[src/hdl/lcdseq_pkg.sv]
package lcdseq_pkg;

	// one command item and one expander beat
	typedef struct packed {
		logic [3:0] command;
		logic [7:0] value;
		logic [7:0] row;
	} cmd_t;

	typedef struct packed {
		logic [7:0]  expander_byte;
		logic [12:0] wait_after_us;
		logic        last;
	} beat_t;

	typedef enum logic [3:0] {
		CMD_CHAR       = 4'd0,
		CMD_CLEAR      = 4'd1,
		CMD_HOME       = 4'd2,
		CMD_SET_CURSOR = 4'd3,
		CMD_BACKLIGHT  = 4'd4,
		CMD_DISPLAY    = 4'd5,
		CMD_CURSOR_SW  = 4'd6,
		CMD_BLINK      = 4'd7,
		CMD_SCROLL     = 4'd8,
		CMD_TEXTDIR    = 4'd9,
		CMD_AUTOSCROLL = 4'd10,
		CMD_INIT       = 4'd11
	} cmd_code_t;

	typedef enum logic [1:0] {
		JOB_BL,
		JOB_FULL,
		JOB_INIT
	} job_kind_t;

	// job handed from front to back
	typedef struct packed {
		job_kind_t  kind;
		logic [7:0] data;
		logic       rs;
		logic       slow;
		logic       bl;
	} job_t;

	typedef enum logic [1:0] {
		WAIT_STD,
		WAIT_SLOW,
		WAIT_MID,
		WAIT_LONG
	} wait_code_t;

	typedef struct packed {
		logic [3:0] nib;
		wait_code_t wcode;
	} init_step_t;

	localparam logic [7:0] BIT_RS     = 8'h01;
	localparam logic [7:0] BIT_EN     = 8'h04;
	localparam logic [7:0] BIT_BL     = 8'h08;
	localparam logic [7:0] OP_CLEAR   = 8'h01;
	localparam logic [7:0] OP_HOME    = 8'h02;
	localparam logic [7:0] OP_ENTRY   = 8'h04;
	localparam logic [7:0] OP_DISPCTL = 8'h08;
	localparam logic [7:0] OP_SHIFT   = 8'h10;
	localparam logic [7:0] OP_DDRAM   = 8'h80;

	localparam logic [2:0] DISP_RESET  = 3'd4;
	localparam logic [1:0] ENTRY_RESET = 2'd2;

	localparam logic [3:0] INIT_LAST = 4'd13;

	localparam logic [12:0] WAIT_SETUP_US = 13'd0;
	localparam logic [12:0] WAIT_EN_US    = 13'd1;

	function automatic logic [7:0] row_base(input logic [1:0] r);
		case (r)
			2'd0:    row_base = 8'h00;
			2'd1:    row_base = 8'h40;
			2'd2:    row_base = 8'h14;
			default: row_base = 8'h54;
		endcase
	endfunction

	function automatic logic [12:0] wait_us(input wait_code_t c);
		case (c)
			WAIT_STD:  wait_us = 13'd50;
			WAIT_SLOW: wait_us = 13'd2050;
			WAIT_MID:  wait_us = 13'd200;
			default:   wait_us = 13'd5050;
		endcase
	endfunction

	// init nibble list: three wake-ups, 4-bit switch, then five full commands
	function automatic init_step_t init_step(input logic [3:0] idx);
		case (idx)
			4'd0:    init_step = '{nib: 4'h3, wcode: WAIT_LONG};
			4'd1:    init_step = '{nib: 4'h3, wcode: WAIT_LONG};
			4'd2:    init_step = '{nib: 4'h3, wcode: WAIT_MID};
			4'd3:    init_step = '{nib: 4'h2, wcode: WAIT_STD};
			4'd4:    init_step = '{nib: 4'h2, wcode: WAIT_STD};
			4'd5:    init_step = '{nib: 4'h8, wcode: WAIT_STD};
			4'd6:    init_step = '{nib: 4'h0, wcode: WAIT_STD};
			4'd7:    init_step = '{nib: 4'hC, wcode: WAIT_STD};
			4'd8:    init_step = '{nib: 4'h0, wcode: WAIT_STD};
			4'd9:    init_step = '{nib: 4'h1, wcode: WAIT_SLOW};
			4'd10:   init_step = '{nib: 4'h0, wcode: WAIT_STD};
			4'd11:   init_step = '{nib: 4'h6, wcode: WAIT_STD};
			4'd12:   init_step = '{nib: 4'h0, wcode: WAIT_STD};
			default: init_step = '{nib: 4'h2, wcode: WAIT_SLOW};
		endcase
	endfunction

endpackage

[src/hdl/char_lcd_i2c_nibble_sequencer_unit.sv]
// character lcd sequencer for a 4-bit bus behind an i2c port expander. each
// accepted command becomes a run of expander beats: every lcd byte leaves as
// two nibbles, high first, and every nibble as three beats (setup, en high,
// en low) carrying rs and the backlight bit; each beat states the wait in
// microseconds that must follow it, and the final beat of a command has last
// set. the back end issues one beat per cycle when not stalled, so a character
// or lcd command is 6 beats, a backlight command 1 beat and init 42 beats;
// that beat generator sets the rate. the front end takes a new command every
// cycle while the job queue (QUEUE_DEPTH entries) has room, so commands overlap
// the beats of earlier ones. codes 12 to 15 are taken and dropped with no beat
module char_lcd_i2c_nibble_sequencer_unit #(
	parameter int QUEUE_DEPTH = 2
) (
	input  logic              clk,
	input  logic              arst_n,
	input  logic              cmd_valid,
	output logic              cmd_stall,
	input  lcdseq_pkg::cmd_t  cmd,
	output logic              beat_valid,
	input  logic              beat_stall,
	output lcdseq_pkg::beat_t beat
);

	// front to queue
	logic             push;
	lcdseq_pkg::job_t push_job;
	logic             q_full;

	// queue to back
	logic             pop;
	logic             head_valid;
	lcdseq_pkg::job_t head_job;

	// front: decodes the command, keeps backlight, display and entry bits
	lcdseq_front u_front (
		.clk       (clk),
		.arst_n    (arst_n),
		.cmd_valid (cmd_valid),
		.cmd_stall (cmd_stall),
		.cmd       (cmd),
		.q_full    (q_full),
		.push      (push),
		.job       (push_job)
	);

	// short job queue so either side can stall alone
	lcdseq_queue #(
		.DEPTH (QUEUE_DEPTH)
	) u_queue (
		.clk        (clk),
		.arst_n     (arst_n),
		.push       (push),
		.push_job   (push_job),
		.full       (q_full),
		.pop        (pop),
		.head_valid (head_valid),
		.head_job   (head_job)
	);

	// back: walks nibbles and phases, one beat per cycle into the output register unless stalled
	lcdseq_back u_back (
		.clk        (clk),
		.arst_n     (arst_n),
		.head_valid (head_valid),
		.head_job   (head_job),
		.pop        (pop),
		.beat_valid (beat_valid),
		.beat_stall (beat_stall),
		.beat       (beat)
	);

endmodule

[src/hdl/lcdseq_front.sv]
module lcdseq_front (
	input  logic                clk,
	input  logic                arst_n,
	input  logic                cmd_valid,
	output logic                cmd_stall,
	input  lcdseq_pkg::cmd_t    cmd,
	input  logic                q_full,
	output logic                push,
	output lcdseq_pkg::job_t    job
);

	logic       backlight_q;
	logic [2:0] disp_q;
	logic [1:0] entry_q;

	logic       bl_d;
	logic [2:0] disp_d;
	logic [1:0] entry_d;
	logic       flag;
	logic       is_cmd;
	logic [1:0] row_idx;
	logic       accept;

	assign cmd_stall = q_full;
	assign accept    = cmd_valid && !cmd_stall;
	assign push      = accept && is_cmd;

	always_comb begin
		flag     = cmd.value[0];
		row_idx  = (cmd.row < 8'd4) ? cmd.row[1:0] : 2'd0;
		bl_d     = backlight_q;
		disp_d   = disp_q;
		entry_d  = entry_q;
		is_cmd   = 1'b1;
		job.kind = lcdseq_pkg::JOB_FULL;
		job.data = 8'h00;
		job.rs   = 1'b0;
		job.slow = 1'b0;
		job.bl   = backlight_q;
		unique case (lcdseq_pkg::cmd_code_t'(cmd.command))
			lcdseq_pkg::CMD_CHAR: begin
				job.data = cmd.value;
				job.rs   = 1'b1;
			end
			lcdseq_pkg::CMD_CLEAR: begin
				job.data = lcdseq_pkg::OP_CLEAR;
				job.slow = 1'b1;
			end
			lcdseq_pkg::CMD_HOME: begin
				job.data = lcdseq_pkg::OP_HOME;
				job.slow = 1'b1;
			end
			lcdseq_pkg::CMD_SET_CURSOR: begin
				job.data = lcdseq_pkg::OP_DDRAM | (cmd.value + lcdseq_pkg::row_base(row_idx));
			end
			lcdseq_pkg::CMD_BACKLIGHT: begin
				bl_d     = flag;
				job.kind = lcdseq_pkg::JOB_BL;
				job.bl   = flag;
			end
			lcdseq_pkg::CMD_DISPLAY: begin
				disp_d[2] = flag;
				job.data  = lcdseq_pkg::OP_DISPCTL | {5'd0, disp_d};
			end
			lcdseq_pkg::CMD_CURSOR_SW: begin
				disp_d[1] = flag;
				job.data  = lcdseq_pkg::OP_DISPCTL | {5'd0, disp_d};
			end
			lcdseq_pkg::CMD_BLINK: begin
				disp_d[0] = flag;
				job.data  = lcdseq_pkg::OP_DISPCTL | {5'd0, disp_d};
			end
			lcdseq_pkg::CMD_SCROLL: begin
				job.data = lcdseq_pkg::OP_SHIFT | 8'h08 | (flag ? 8'h00 : 8'h04);
			end
			lcdseq_pkg::CMD_TEXTDIR: begin
				entry_d[1] = flag;
				job.data   = lcdseq_pkg::OP_ENTRY | {6'd0, entry_d};
			end
			lcdseq_pkg::CMD_AUTOSCROLL: begin
				entry_d[0] = flag;
				job.data   = lcdseq_pkg::OP_ENTRY | {6'd0, entry_d};
			end
			lcdseq_pkg::CMD_INIT: begin
				job.kind = lcdseq_pkg::JOB_INIT;
				disp_d   = lcdseq_pkg::DISP_RESET;
				entry_d  = lcdseq_pkg::ENTRY_RESET;
			end
			default: begin
				is_cmd = 1'b0;
			end
		endcase
	end

	// unused codes leave the state alone (the defaults above hold it)
	always_ff @(posedge clk or negedge arst_n) begin
		if (!arst_n) begin
			backlight_q <= 1'b1;
			disp_q      <= lcdseq_pkg::DISP_RESET;
			entry_q     <= lcdseq_pkg::ENTRY_RESET;
		end else if (accept) begin
			backlight_q <= bl_d;
			disp_q      <= disp_d;
			entry_q     <= entry_d;
		end
	end

endmodule

[src/hdl/lcdseq_queue.sv]
module lcdseq_queue #(
	parameter int DEPTH = 2
) (
	input  logic              clk,
	input  logic              arst_n,
	input  logic              push,
	input  lcdseq_pkg::job_t  push_job,
	output logic              full,
	input  logic              pop,
	output logic              head_valid,
	output lcdseq_pkg::job_t  head_job
);

	localparam int PTR_W = (DEPTH > 1) ? $clog2(DEPTH) : 1;
	localparam int CNT_W = $clog2(DEPTH + 1);

	lcdseq_pkg::job_t mem_q [DEPTH];
	logic [PTR_W-1:0] wr_ptr_q;
	logic [PTR_W-1:0] rd_ptr_q;
	logic [CNT_W-1:0] count_q;

	assign full       = (count_q == CNT_W'(DEPTH));
	assign head_valid = (count_q != '0);
	assign head_job   = mem_q[rd_ptr_q];

	always_ff @(posedge clk) begin
		if (push) begin
			mem_q[wr_ptr_q] <= push_job;
		end
	end

	always_ff @(posedge clk or negedge arst_n) begin
		if (!arst_n) begin
			wr_ptr_q <= '0;
			rd_ptr_q <= '0;
			count_q  <= '0;
		end else begin
			if (push) begin
				wr_ptr_q <= (wr_ptr_q == PTR_W'(DEPTH - 1)) ? '0 : wr_ptr_q + 1'b1;
			end
			if (pop) begin
				rd_ptr_q <= (rd_ptr_q == PTR_W'(DEPTH - 1)) ? '0 : rd_ptr_q + 1'b1;
			end
			if (push && !pop) begin
				count_q <= count_q + 1'b1;
			end else if (pop && !push) begin
				count_q <= count_q - 1'b1;
			end
		end
	end

endmodule

[src/hdl/lcdseq_back.sv]
module lcdseq_back (
	input  logic              clk,
	input  logic              arst_n,
	input  logic              head_valid,
	input  lcdseq_pkg::job_t  head_job,
	output logic              pop,
	output logic              beat_valid,
	input  logic              beat_stall,
	output lcdseq_pkg::beat_t beat
);

	typedef enum logic [1:0] {
		PH_SETUP,
		PH_EN_HIGH,
		PH_EN_LOW
	} phase_t;

	logic              busy_q;
	lcdseq_pkg::job_t  job_q;
	logic [3:0]        nib_q;
	phase_t            phase_q;
	logic              beat_valid_q;
	lcdseq_pkg::beat_t beat_q;

	lcdseq_pkg::beat_t      cur;
	lcdseq_pkg::init_step_t istep;
	lcdseq_pkg::wait_code_t wcode;
	logic [3:0]             nib;
	logic                   final_nib;
	logic [7:0]             base;
	logic                   adv;

	assign adv        = !beat_valid_q || !beat_stall;
	assign pop        = head_valid && (!busy_q || (adv && cur.last));
	assign beat_valid = beat_valid_q;
	assign beat       = beat_q;

	always_comb begin
		istep = lcdseq_pkg::init_step(nib_q);
		if (job_q.kind == lcdseq_pkg::JOB_INIT) begin
			nib       = istep.nib;
			final_nib = (nib_q == lcdseq_pkg::INIT_LAST);
			wcode     = istep.wcode;
		end else begin
			nib       = nib_q[0] ? job_q.data[3:0] : job_q.data[7:4];
			final_nib = nib_q[0];
			wcode     = (nib_q[0] && job_q.slow) ? lcdseq_pkg::WAIT_SLOW : lcdseq_pkg::WAIT_STD;
		end
		base = {nib, job_q.bl, 2'b00, job_q.rs};
		cur  = '{expander_byte: base, wait_after_us: lcdseq_pkg::WAIT_SETUP_US, last: 1'b0};
		if (job_q.kind == lcdseq_pkg::JOB_BL) begin
			// lone backlight beat: only the BL bit
			cur.expander_byte = job_q.bl ? lcdseq_pkg::BIT_BL : 8'h00;
			cur.last          = 1'b1;
		end else begin
			case (phase_q)
				PH_EN_HIGH: begin
					cur.expander_byte = base | lcdseq_pkg::BIT_EN;
					cur.wait_after_us = lcdseq_pkg::WAIT_EN_US;
				end
				PH_EN_LOW: begin
					cur.wait_after_us = lcdseq_pkg::wait_us(wcode);
					cur.last          = final_nib;
				end
				default: begin
				end
			endcase
		end
	end

	always_ff @(posedge clk or negedge arst_n) begin
		if (!arst_n) begin
			busy_q       <= 1'b0;
			beat_valid_q <= 1'b0;
			beat_q       <= '0;
			job_q        <= '0;
			nib_q        <= '0;
			phase_q      <= PH_SETUP;
		end else begin
			if (adv) begin
				beat_valid_q <= busy_q;
			end
			if (adv && busy_q) begin
				beat_q <= cur;
			end
			if (pop) begin
				busy_q  <= 1'b1;
				job_q   <= head_job;
				nib_q   <= '0;
				phase_q <= PH_SETUP;
			end else if (adv && busy_q) begin
				if (cur.last) begin
					busy_q <= 1'b0;
				end else begin
					unique case (phase_q)
						PH_SETUP:   phase_q <= PH_EN_HIGH;
						PH_EN_HIGH: phase_q <= PH_EN_LOW;
						default: begin
							phase_q <= PH_SETUP;
							nib_q   <= nib_q + 1'b1;
						end
					endcase
				end
			end
		end
	end

endmodule
[config.mk]
export PLATFORM = sky130hd
export DESIGN_NAME = char_lcd_i2c_nibble_sequencer_unit
export DESIGN_NICKNAME = d
export VERILOG_FILES = /design/src/hdl/lcdseq_pkg.sv /design/src/hdl/char_lcd_i2c_nibble_sequencer_unit.sv /design/src/hdl/lcdseq_front.sv /design/src/hdl/lcdseq_queue.sv /design/src/hdl/lcdseq_back.sv
export SDC_FILE = /design/constraint.sdc
export NUM_CORES = 1
export LEC_CHECK = 0
export BUFFER_PORTS_ARGS = -buffer_cell sky130_fd_sc_hd__buf_4
export CORE_MARGIN = 4
export CORE_UTILIZATION = 50
export DETAILED_ROUTE_END_ITERATION = 8
export HOLD_SLACK_MARGIN = 0.15
export PLACE_DENSITY_LB_ADDON = 0.08
export REMOVE_ABC_BUFFERS = 1
export SYNTH_ARGS = -nofsm -noshare
export SYNTH_HDL_FRONTEND = slang
export SYNTH_SLANG_ARGS = --single-unit
[constraint.sdc]
create_clock -name clk -period 5.7 [get_ports clk]
set_clock_uncertainty 0.2 [all_clocks]
set_input_delay 0.855 -clock clk [delete_from_list [all_inputs] [get_ports clk]]
set_output_delay 0.855 -clock clk [all_outputs]
set_load 0.01 [all_outputs]
### Yosys cells after proc, flatten, opt, wreduce, memory -nomap -nowiden

Memory sizes are Yosys's and may differ from the RTL's. A register that Yosys moved wholly into a read port is not among the register bits.
Index checks and enable logic that the tools add are counted.

| word-level totals | value |
|---|---|
| bits in registers | 40 |
| memory bits (writable) | 26 |
| memory bits (read-only) | 96 |
| input port bits | 24 |
| output and inout bits | 24 |
| logic and storage cells | 134 |
| memories | 2 |

| cells by class | value |
|---|---|
| add/subtract/negate cells | 6 |
| $lt $le $gt $ge | 1 |
| equality and inequality tests | 22 |
| multiplexer cells | 45 |
| reductions and logical operators | 42 |

Memory list:

| memory | words | width | read ports | clocked after Yosys merged registers in | wr ports | RTL line | text |
|---|---|---|---|---|---|---|---|
| (no name shown) | 16 | 6 | 1 | 0 | 0 | lcdseq_pkg.sv:96 | `case (idx)` |
| u_queue.mem_q | 2 | 13 | 1 | 1 | 1 | lcdseq_queue.sv:17 | `lcdseq_pkg::job_t mem_q [DEPTH];` |

Operator list:

| kind | count |
|---|---|
| case mux 8 bit (10 select lines) | 1 |
| case mux 13 bit (3 select lines) | 1 |
| 2-to-1 mux 4 bit | 7 |
| case mux 13 bit (2 select lines) | 1 |
| case mux 7 bit (3 select lines) | 1 |
| == test 4 bit (second input constant) | 5 |
| nonzero test 2 bit | 9 |
| == test 4 x 3 -> 1 bit (second input constant) | 4 |
| 2-to-1 mux 1 bit | 15 |
| 2-to-1 mux 2 bit | 7 |
| AND reduction 2 bit | 7 |
| 2-to-1 mux 13 bit | 1 |
| OR reduction 12 bit | 1 |
| == test 2 bit (second input constant) | 5 |
| case mux 1 bit (2 select lines) | 5 |
| == test 4 x 2 -> 1 bit (second input constant) | 2 |
| logical AND 1 bit | 8 |
| zero test 2 bit | 4 |
| less-than comparator 8 x 3 -> 1 bit (second input constant) | 1 |
| 2-to-1 mux 8 bit | 1 |
| case mux 2 bit (2 select lines) | 2 |
| adder 7 bit | 1 |
| zero test 1 bit | 7 |
| 2-to-1 mux 7 bit | 1 |
| 13 further kinds | 19 |

### Depth between registers and ports, before layout

Gate-level depths: netlist of run 1.

| depth | value |
|---|---|
| depth after elaboration | 10 |
| depth in mapped cells | 11 |
| gate-level depth less buffers | 10 |

### Hierarchy

A second synthesis of run 1 with hierarchy kept.

| unflattened totals | value |
|---|---|
| cell total of the unflattened synthesis | 329 |
| area, all modules | 3876.2 µm² |

Modules (own cells, without submodules):

| module | times used | cells an instance | area each (µm²) | sequential area each (µm²) |
|---|---|---|---|---|
| lcdseq_back | 1 | 164 | 1928.1 | 875.8 |
| lcdseq_queue | 1 | 56 | 1127.3 | 880.8 |
| lcdseq_front | 1 | 109 | 820.8 | 153.9 |

### Worst setup path after synthesis of run 1

OpenSTA, ideal clock, no wires.

| timing path | value |
|---|---|
| kind | input -> register |
| from | in cmd[7] in the netlist's numbering |
| to | mem u_queue.mem_q[0][9] in the netlist's numbering, data pin |
| arrival time | 2.329 ns |
| required time | 5.235 ns |
| path slack | 2.906 ns |
| stages | 9 |
| path buffers | 0 |
| path through | nor4_1 and3_1 ha_1 ha_1 a21o_1 nand2_1 xnor2_1 nor4_1 a221o_1 |

RTL lines:

| item | RTL line | text |
|---|---|---|
| start, declared | char_lcd_i2c_nibble_sequencer_unit.sv:18 | `input lcdseq_pkg::cmd_t cmd,` |
| end, declared | lcdseq_queue.sv:17 |  |

### Final worst setup path of run 1

| timing path | value |
|---|---|
| from | reg u_back.nib_q[0] |
| to | reg u_queue.count_q[1] |

| on the way | value |
|---|---|
| longest elaborated chain between the ends | 10 |
| elaborated cells between the ends (all ways) | 12 |

Ends and longest elaborated chain:

| item | RTL line | text |
|---|---|---|
| start, declared | lcdseq_back.sv:20 | `logic [3:0] nib_q;` |
| start signal, assigned | lcdseq_back.sv:100 | `nib_q <= nib_q + 1'b1;` |
| == test 4 bit | lcdseq_back.sv:42 | `final_nib = (nib_q == lcdseq_pkg::INIT_LAST);` |
| 2-to-1 mux 1 bit (*) | lcdseq_back.sv:40 | `if (job_q.kind == lcdseq_pkg::JOB_INIT) begin` |
| 2-to-1 mux 1 bit (*) | lcdseq_back.sv:56 | `case (phase_q)` |
| 2-to-1 mux 1 bit (*) | lcdseq_back.sv:51 | `if (job_q.kind == lcdseq_pkg::JOB_BL) begin` |
| logical AND 1 bit (*) | lcdseq_back.sv:34 | `assign pop = head_valid && (!busy_q \|\| (adv && cur.last));` |
| logical OR 1 bit (*) | lcdseq_back.sv:34 |  |
| logical AND 1 bit (*) | lcdseq_back.sv:34 |  |
| zero test 1 bit | lcdseq_queue.sv:44 | `if (push && !pop) begin` |
| logical AND 1 bit | lcdseq_queue.sv:44 |  |
| 2-to-1 mux 2 bit / nonzero test 2 bit (equally long branches) | - |  |
| end signal, assigned | lcdseq_queue.sv:45 | `count_q <= count_q + 1'b1;` |
| end signal, assigned | lcdseq_queue.sv:47 | `count_q <= count_q - 1'b1;` |
| end, declared | lcdseq_queue.sv:20 | `logic [CNT_W-1:0] count_q;` |

Mark *: on every way between the ends. The rest lies on a longest branch, timed or not.
A chain may end at the register's enable or synchronous reset.

==> flow_metrics.py, run 1 <==
metrics = {
    "synth": {
        "synth_top_area_share_pct": 27.5,
        "synth_area_leaders": "dfrtp_1, edfxtp_1, mux2_2",
        "synthCells": 341,
        "synth_area_leader_cell": "dfrtp_1",
        "syn_area_um2": 3820,
        "synth_cell_type_count": 56,
        "synth_edf_count": 26,
        "ys.flop_type": "dfrtp_1",
        "async_flop_share_pct": 63.4,
        "ys_ff_latch": 71,
        "syn_area_per_cell_um2": 11.2,
        "ys_seq_area_share_pct": 50.0,
        "yosysWarnings": 0,
    },
    "power": {
        "p_int_mw": 1.38,
        "p_sw_share_pct": 32.4,
        "power_frac_comb_pct": 35.8,
        "total_leakage_power_nw": 1.89,
        "clockPowerShare_pct": 22.4,
        "ir_worst_vdd_mv": 0.179,
        "power.total_mw": 2.04,
        "p_per_area_nw_per_um2": 469,
        "power.switching_mw": 0.659,
        "p_seq_share_pct": 41.8,
    },
    "setup_path": {
        "crit_path_max_incr_delay_ns": 0.56,
        "crit_type": "reg2reg",
        "critPathBufInv": 1,
        "crit_path_end": "u_queue.count_q[1]",
        "crit_path_end_kind": "flop",
        "crit_start": "u_back.nib_q[0]",
        "critPathTopFamily": "flip-flops",
        "crit_required_ns": 5.76,
        "r2r_start": "u_back.nib_q[0]",
        "ff2ff_setup_slack_ns": 2.98,
        "worst-path-stages": 9,
        "cp.arrival_ns": 2.78,
        "crit_chain": "ha_1 > a31oi_2 > o311ai_2 > and2b_4 > inv_2 > ha_1 > xor2_1 > nor2_1 > xor2_1",
        "cp-start-kind": "flop",
        "r2r-end": "u_queue.count_q[1]",
        "cp_slowest_cell": "dfrtp_1",
        "critical_path_peak_fanout": 20,
        "worstRegToRegCells": 9,
    },
    "cells_and_area": {
        "seq_area_um2": 1910,
        "drive_gt1_share_pct": 27.7,
        "finalNetCount": 411,
        "area_growth_pct": 13.7,
        "mostFrequentLayoutCells": "buf_4, dfrtp_1, edfxtp_1, nand2_1",
        "final_util_pct": 59.3,
        "final_common_cell": "buf_4",
        "fillers": 636,
        "multi_input_area_um2": 1680,
        "antenna_cells": 0,
    },
    "sta": {
        "maxSlewViolCount": 0,
        "finalCritPeriodShare_pct": 47.7,
        "worst_slack_ns": 2.98,
        "worstMarginPinSlew_ns": 1.16,
        "finalSetupTns_ns": 0,
        "rsz0062_at_grt": "false",
        "setup_viol": 0,
        "max_freq_ghz": 0.368,
        "hold_ws_ns": 0.271,
        "max-slew-margin-rel_pct": 22.4,
        "hold_viol_final": 0,
        "fin_crit_ns": 2.72,
    },
    "clock_tree": {
        "cts_buffers": 9,
        "cts_sinks": 71,
        "cts_buffer_depth": 2,
        "cts_tree": "yes",
        "cts_root_buf": "clkbuf_8",
        "clock_latency_ns": 0.34,
        "hold_buffers": 0,
        "cts.clk_slew.worst_paths_ns": 0.07,
        "htreeDepth": 3,
        "postCtsResizedCells": 0,
        "cts_setup_buffers": 0,
    },
    "global_route": {
        "overflow": 0,
        "grt_pass1_wl_mm": 11.8,
        "antenna_found_initial": 0,
        "grt.total_usage_pct": 16.8,
        "grt_max_degree": 46,
        "grt_pass1_vias": 2509,
    },
    "routing": {
        "via_per_inst": 5.34,
        "wl_per_cell_um": 14.3,
        "drc": 0,
        "drtAntennaViolNets": 0,
        "vias": 2532,
        "drt-initial-drc-count": 56,
        "totalWireLength_mm": 6.80,
        "drtPass1Iterations": 4,
    },
    "place": {
        "dp_hpwl_mm": 4.85,
        "dp_slack_ns": 2.67,
        "gp_congestion": 0.804,
        "io_buffer_count": 44,
    },
    "status": {
        "status": "completed",
    },
    "worst_hold_path": {
        "hp-class": "reg2reg",
    },
    "floorplan": {
        "num_io_pins": 48,
        "dieArea_um2": 9100,
        "chipHeight_um": 95.4,
        "core_area_um2": 7330,
        "start_util_pct": 52.1,
        "fp.dieW_um": 95.4,
        "rows": 31,
    },
    "run": {
        "cap_violations": 0,
    },
}
-- worst min path at each step --
stage	endpoint	depth (start not counted)	slack (ns)	startpoint
after global routing	u_front.backlight_q	2	0.30	u_front.backlight_q
after CTS	u_front.backlight_q	2	0.27	u_front.backlight_q
after floorplan	u_front.backlight_q	2	0.24	u_front.backlight_q
after global placement	u_front.backlight_q	2	0.25	u_front.backlight_q
final	u_front.backlight_q	2	0.27	u_front.backlight_q
after detailed placement	u_front.backlight_q	2	0.26	u_front.backlight_q
-- registers in the layout, summed over array words and instances (netlist names), 3 cells and up --
register / cells
u_back.beat: 14
u_back.job_q: 11
u_back.nib_q: 4
u_front.disp_q: 3
u_queue.mem_q: 26
-- worst min-delay path: cells and delay by family (launching register included) --
family        cells  cell delay [ns]
flops             1             0.37
simple gates      2             0.10
-- per-layer routing --
metal / GRT usage [%] / routed length, um
met3: 2.84 / 283
met1: 21.6 / 3120
met5: 0 / 0
met2: 27.2 / 3250
met4: 8.89 / 145
-- stage by stage --
stage               instance area (um2)  cells
detailed placement                 4110    458
global placement                   4110    458
finish                             4340    474
CTS                                4340    474
floorplan                          3660    315
global route                       4340    474
-- cell usage after synthesis, types with 2 or more instances --
cell / number
nor2b_1: 8
nand2b_1: 4
mux2_4: 13
dfstp_2: 3
ha_1: 17
edfxtp_1: 26
o22ai_1: 2
nand3_1: 9
o21ai_0: 23
and2_1: 2
nand2_1: 25
clkbuf_1: 13
and3_1: 2
inv_1: 16
nor4_1: 3
a22oi_1: 3
a221o_1: 2
xor2_1: 5
buf_6: 2
dfrtp_1: 42
nor2_1: 23
buf_1: 2
buf_2: 2
a21oi_1: 13
nor3_1: 7
buf_4: 8
mux2i_1: 5
mux2_2: 20
a31oi_1: 2
a22o_1: 7
xnor2_1: 5
a21o_1: 3
-- cell families after synthesis --
kind of cell | after synthesis | synth area share (%)
flops | 71 | 50.0
simple gates | 90 | 11.4
xor+xnor | 11 | 2.72
compound gates | 68 | 11.8
other cells | 1 | 0.0982
buf+inv | 45 | 6.09
mux | 38 | 12.3
fa+ha+maj | 17 | 5.57
-- area by class of cell --
type	count	share of cell area (%)
repair buffers	44	7.60
clock buffers	11	3.51
inverters	17	1.47
well taps	99	2.85
flip-flops and latches	71	44.0
clock inverters	5	1.81
multi-input cells	227	38.8
-- power groups by stage --
stage | Sequential, mW | Combinational [mW] | Clock, mW
3_3_place_gp | 0.857 | 0.727 | 0
5_1_grt | 0.877 | 0.815 | 0.492
4_1_cts | 0.853 | 0.744 | 0.468
3_5_place_dp | 0.862 | 0.736 | 0
6_report | 0.850 | 0.729 | 0.457
2_1_floorplan | 0.838 | 0.533 | 0
Note: power is estimated with default switching activity, not from simulation.
==> run 2, diff against run 1 <==
==> constraint.sdc (replaced) <==
create_clock -name clk -period 2.5 [get_ports clk]
set_clock_uncertainty 0.2 [all_clocks]
set_input_delay 0.375 -clock clk [delete_from_list [all_inputs] [get_ports clk]]
set_output_delay 0.375 -clock clk [all_outputs]
set_load 0.01 [all_outputs]
==> run 2 against run 1 <==
Compared with the run above:
- design area rose by 1.5%
- routed wire length rose by 4.2%
- clock power rose by 71%
- critical path depth rose by 2
- critical path type is now in2reg
- largest cell class unchanged
==> flow_metrics.py, run 2 (synthesis results as in run 1) <==
metrics = {
    "run": {
        "cap_violations": 0,
    },
    "power": {
        "power.switching_mw": 1.52,
        "ir_worst_vdd_mv": 0.395,
        "power.total_mw": 4.51,
        "p_per_area_nw_per_um2": 1020,
        "p_sw_share_pct": 33.7,
        "clockPowerShare_pct": 17.3,
        "p_int_mw": 2.99,
        "power_frac_comb_pct": 40.5,
        "total_leakage_power_nw": 1.93,
        "p_seq_share_pct": 42.2,
    },
    "setup_path": {
        "cp_slowest_cell": "dlygate4sd3_1",
        "crit_required_ns": 2.56,
        "cp.arrival_ns": 2.40,
        "critPathTopFamily": "buffers and inverters",
        "cp_common_cell": "xor2_1",
        "critical_path_peak_fanout": 3,
        "crit_type": "in2reg",
        "crit_path_end_kind": "flop",
        "crit_start": "beat_stall",
        "cp-start-kind": "input pin",
        "critPathBufInv": 4,
        "r2r_start": "u_back.nib_q[1]",
        "crit_chain": "dlygate4sd3_1 > buf_4 > nand2_1 > inv_1 > o311ai_2 > and2b_4 > inv_2 > ha_1 > xor2_1 > nor2_1 > xor2_1",
        "crit_path_max_incr_delay_ns": 0.53,
    },
    "global_route": {
        "grt_use_met3_pct": 4.26,
        "grt_pass1_wl_mm": 11.8,
        "grt_use_met1_pct": 20.7,
        "grt_pass1_vias": 2528,
        "grt_max_degree": 46,
        "grtUsageMet2_pct": 28.5,
        "grt.total_usage_pct": 16.6,
        "antenna_found_initial": 0,
        "busiest_layer": "met2",
        "overflow": 0,
    },
    "place": {
        "io_buffer_count": 44,
        "gp_congestion": 0.829,
        "dp_hpwl_mm": 5.00,
    },
    "routing": {
        "drt-initial-drc-count": 151,
        "drc": 0,
        "vias": 2566,
        "drtPass1Iterations": 6,
        "totalWireLength_mm": 7.08,
        "via_per_inst": 5.27,
        "drtAntennaViolNets": 0,
        "wl_per_cell_um": 14.5,
    },
    "cells_and_area": {
        "final_common_cell": "buf_4",
        "antenna_cells": 0,
        "largest_reg_flops": 26,
        "area_growth_pct": 15.5,
        "drive_gt1_share_pct": 29.6,
        "finalNetCount": 424,
        "mostFrequentLayoutCells": "buf_4, dfrtp_1, edfxtp_1, nand2_1",
        "regMostFlops": "u_queue.mem_q",
    },
    "clock_tree": {
        "cts_tree": "yes",
        "cts_setup_buffers": 0,
        "cts_buffers": 9,
        "htreeDepth": 3,
        "cts_sinks": 71,
        "cts_buffer_depth": 2,
        "clock_latency_ns": 0.33,
        "cts_root_buf": "clkbuf_8",
        "cts.clk_slew.worst_paths_ns": 0.07,
    },
    "floorplan": {
        "core_area_um2": 7330,
        "fp.dieW_um": 95.4,
        "num_io_pins": 48,
        "dieArea_um2": 9100,
        "start_util_pct": 52.1,
        "rows": 31,
        "chipHeight_um": 95.4,
    },
    "sta": {
        "finalCritPeriodShare_pct": 93.3,
        "max_freq_ghz": 0.429,
        "maxSlewViolCount": 0,
        "hold_viol_final": 0,
        "worstMarginPinSlew_ns": 0.618,
        "rsz0062_at_grt": "false",
        "setup_viol": 0,
        "max-slew-margin-rel_pct": 58.5,
        "hold_ws_ns": 0.177,
        "fin_crit_ns": 2.33,
    },
    "worst_hold_path": {
        "hp-class": "in2reg",
        "hp-start": "cmd[16]",
    },
    "status": {
        "status": "completed",
    },
}
-- run 2: layout make-up --
class	count	area (um2)
Multi-Input combinational cell	227	1700
Sequential cell	71	1910
Clock buffer	12	145
Clock inverter	4	22.5
Inverter	17	63.8
Fill cell	615	2920
Timing Repair Buffer	57	448
Tap cell	99	124
-- run 2: metrics by stage --
| step | worst slack (ns) | util (%) | std cells | TNS, ns | instance area, um2 |
|---|---|---|---|---|---|
| 2_1_floorplan | 0.0624 | - | 315 | 0 | 3660 |
| 3_3_place_gp | 0.0285 | 57.3 | 468 | 0 | 4200 |
| 3_5_place_dp | -0.0303 | 57.3 | 468 | -0.0606 | 4200 |
| 4_1_cts | 0.141 | 60.0 | 487 | 0 | 4400 |
| 5_1_grt | 0.0195 | 60.2 | 487 | 0 | 4410 |
| 6_report | 0.167 | 60.2 | 487 | 0 | 4410 |
-- run 2: timing repair --
action	4_1_cts	5_1_grt
endpoints found under the hold margin	44	0
hold buffers	3	0
resized for setup	0	3
endpoints found under the setup margin	0	1
-- run 2: power groups by stage --
stage	registers [mW]	clock network, mW	logic (mW)
6_report	1.90	0.782	1.82
5_1_grt	1.95	0.872	2.02
4_1_cts	1.90	0.819	1.83
3_5_place_dp	1.92	0	1.81
3_3_place_gp	1.91	0	1.79
2_1_floorplan	1.91	0	1.21
-- run 2: path summary, 6_finish.rpt --
check,endpoint,slack [ns],cells past startpoint
max in group asynchronous,u_back.nib_q[1],1.29,2
setup reg to reg,u_queue.count_q[1],0.19,10
hold reg to reg,u_front.backlight_q,0.26,2
min in group asynchronous,u_back.base[0],0.38,2
setup / recovery,u_queue.count_q[1],0.17,11
hold / removal,u_front.disp_q[2],0.18,2
-- run 2: worst register-to-register path: cells and delay by family (launching register included) --
kind / cells / cell delay (ns)
adders and majority gates: 2 / 0.39
xor gates and xnor gates: 2 / 0.29
buffers and inverters: 2 / 0.14
AOI/OAI and AO/OA: 2 / 0.44
and+or+nand+nor: 2 / 0.36
DFF: 1 / 0.44
-- run 2: per-layer routing --
layer / routed length [um] / vias to the layer above
met5: 0 / -
met4: 94 / 0
met3: 350 / 10
met2: 3470 / 68
met1: 3170 / 1208
li1: - / 1280
==> run 3, diff against run 2 <==
--- a/config.mk
+++ b/config.mk
@@ -10,7 +10,7 @@
 export CORE_UTILIZATION = 50
 export DETAILED_ROUTE_END_ITERATION = 8
 export HOLD_SLACK_MARGIN = 0.15
-export PLACE_DENSITY_LB_ADDON = 0.08
+export PLACE_DENSITY = 0.7
 export REMOVE_ABC_BUFFERS = 1
 export SYNTH_ARGS = -nofsm -noshare
 export SYNTH_HDL_FRONTEND = slang
==> run 3 against run 2 <==
Compared with the run above:
- design area increased by 0.17%
- cell count shrank 0.21%
- largest cell class unchanged
- largest power group unchanged
- critical path depth did not move
- setup slack worse by 0.015 ns
- maximum frequency shrank 0.62%
- first-iteration DRC count shrank 52%
==> flow_metrics.py, run 3 (synthesis results as in run 1) <==
metrics = {
    "cells_and_area": {
        "largest_reg_flops": 26,
        "stdcell_count": 486,
        "final_common_cell": "buf_4",
        "final_design_area_no_fill_um2": 4420,
        "mostFrequentLayoutCells": "buf_4, dfrtp_1, edfxtp_1, nand2_1",
        "final_util_pct": 60.3,
        "regMostFlops": "u_queue.mem_q",
        "finalNetCount": 423,
        "area_growth_pct": 15.7,
        "drive_gt1_share_pct": 29.5,
        "antenna_cells": 0,
    },
    "setup_path": {
        "cp.arrival_ns": 2.41,
        "crit_type": "in2reg",
        "crit_path_max_incr_delay_ns": 0.53,
        "cp_slowest_cell": "dlygate4sd3_1",
        "critical_path_peak_fanout": 3,
        "critPathTopFamily": "buffers and inverters",
        "crit_chain": "dlygate4sd3_1 > buf_4 > nand2_1 > inv_1 > o311ai_4 > and2b_4 > inv_2 > ha_1 > xor2_1 > nor2_1 > xor2_1",
        "cp_common_cell": "xor2_1",
        "cp-start-kind": "input pin",
        "crit_required_ns": 2.56,
        "crit_path_end_kind": "flop",
        "critPathBufInv": 4,
    },
    "sta": {
        "finalSetupTns_ns": 0,
        "finalCritPeriodShare_pct": 93.9,
        "hold_viol_final": 0,
        "worstMarginPinSlew_ns": 0.619,
        "maxSlewViolCount": 0,
        "max_freq_ghz": 0.426,
        "max-slew-margin-rel_pct": 58.8,
        "fin_crit_ns": 2.35,
        "setup_viol": 0,
    },
    "power": {
        "ir_worst_vdd_mv": 0.424,
        "power.total_mw": 4.52,
        "total_leakage_power_nw": 1.94,
        "p_per_area_nw_per_um2": 1020,
    },
    "worst_hold_path": {
        "hp-class": "in2reg",
    },
    "routing": {
        "wl_per_cell_um": 14.0,
        "totalWireLength_mm": 6.80,
        "drtAntennaViolNets": 0,
        "vias": 2548,
        "drc": 0,
        "drt-initial-drc-count": 73,
        "drtPass1Iterations": 4,
        "via_per_inst": 5.24,
    },
    "place": {
        "dp_hpwl_mm": 4.94,
        "gp_congestion": 0.831,
        "place_inst": 467,
        "io_buffer_count": 44,
        "placedInstanceArea_um2": 4190,
    },
    "clock_tree": {
        "cts_root_buf": "clkbuf_8",
        "cts.clk_slew.worst_paths_ns": 0.07,
        "cts_tree": "yes",
        "htreeDepth": 3,
        "cts_sinks": 71,
        "cts_buffer_depth": 2,
        "clock_latency_ns": 0.34,
        "cts_buffers": 9,
    },
    "global_route": {
        "grt_max_degree": 46,
        "grt_pass1_vias": 2430,
        "grt_pass1_wl_mm": 11.5,
        "overflow": 0,
        "antenna_found_initial": 0,
        "grt.total_usage_pct": 16.5,
    },
    "floorplan": {
        "rows": 31,
        "chipHeight_um": 95.4,
        "core_area_um2": 7330,
        "fp.dieW_um": 95.4,
        "dieArea_um2": 9100,
        "start_util_pct": 52.1,
        "num_io_pins": 48,
    },
    "run": {
        "cap_violations": 0,
    },
    "status": {
        "status": "completed",
    },
}
-- run 3: where the power goes --
part / total [mW] / leakage (nW) / switching, mW / internal [mW]
Combinational: 1.81 / 1.06 / 0.838 / 0.973
Clock: 0.803 / 0.0959 / 0.395 / 0.408
Sequential: 1.90 / 0.784 / 0.279 / 1.62
-- run 3: layout make-up --
| type | instances | area, um2 |
|---|---|---|
| clock inverter | 4 | 20.0 |
| tap | 99 | 124 |
| fill | 574 | 2910 |
| sequential | 71 | 1910 |
| timing repair buffer | 56 | 440 |
| inverter | 17 | 63.8 |
| multi-input combinational | 227 | 1700 |
| clock buffer | 12 | 155 |
-- run 3: through the flow --
step	setup WS, ns	hold WS (ns)
2_1_floorplan	0.0624	-0.121
3_3_place_gp	0.0225	0.216
3_5_place_dp	-0.131	0.215
4_1_cts	0.101	0.163
5_1_grt	-0.00278	0.173
6_report	0.152	0.172
-- run 3: worst paths after layout --
check                                    start             endpoint  slack (ns)  cells after the start
max                                 beat_stall   u_queue.count_q[1]        0.15                     11
min                                    cmd[16]    u_front.disp_q[2]        0.17                      2
max reg2reg                    u_back.nib_q[1]   u_queue.count_q[1]        0.15                     10
min reg2reg                u_front.backlight_q  u_front.backlight_q        0.26                      2
max in group asynchronous               arst_n      u_back.nib_q[1]        1.32                      2
min in group asynchronous               arst_n      u_back.job_q[4]        0.38                      2
-- run 3: what timing repair did --
item	in CTS	in global routing
hold buffers	3	0
setup endpoints to repair	0	1
endpoints found under the hold margin	44	0
setup buffers	0	0
gates resized for setup	0	3
-- run 3: layer usage --
metal	vias to the layer above	global-route usage (%)	routed length (um)
met2	47	26.6	3310
li1	1271	-	-
met3	7	4.42	288
met4	0	6.04	97
met1	1223	21.5	3110
met5	-	0	0
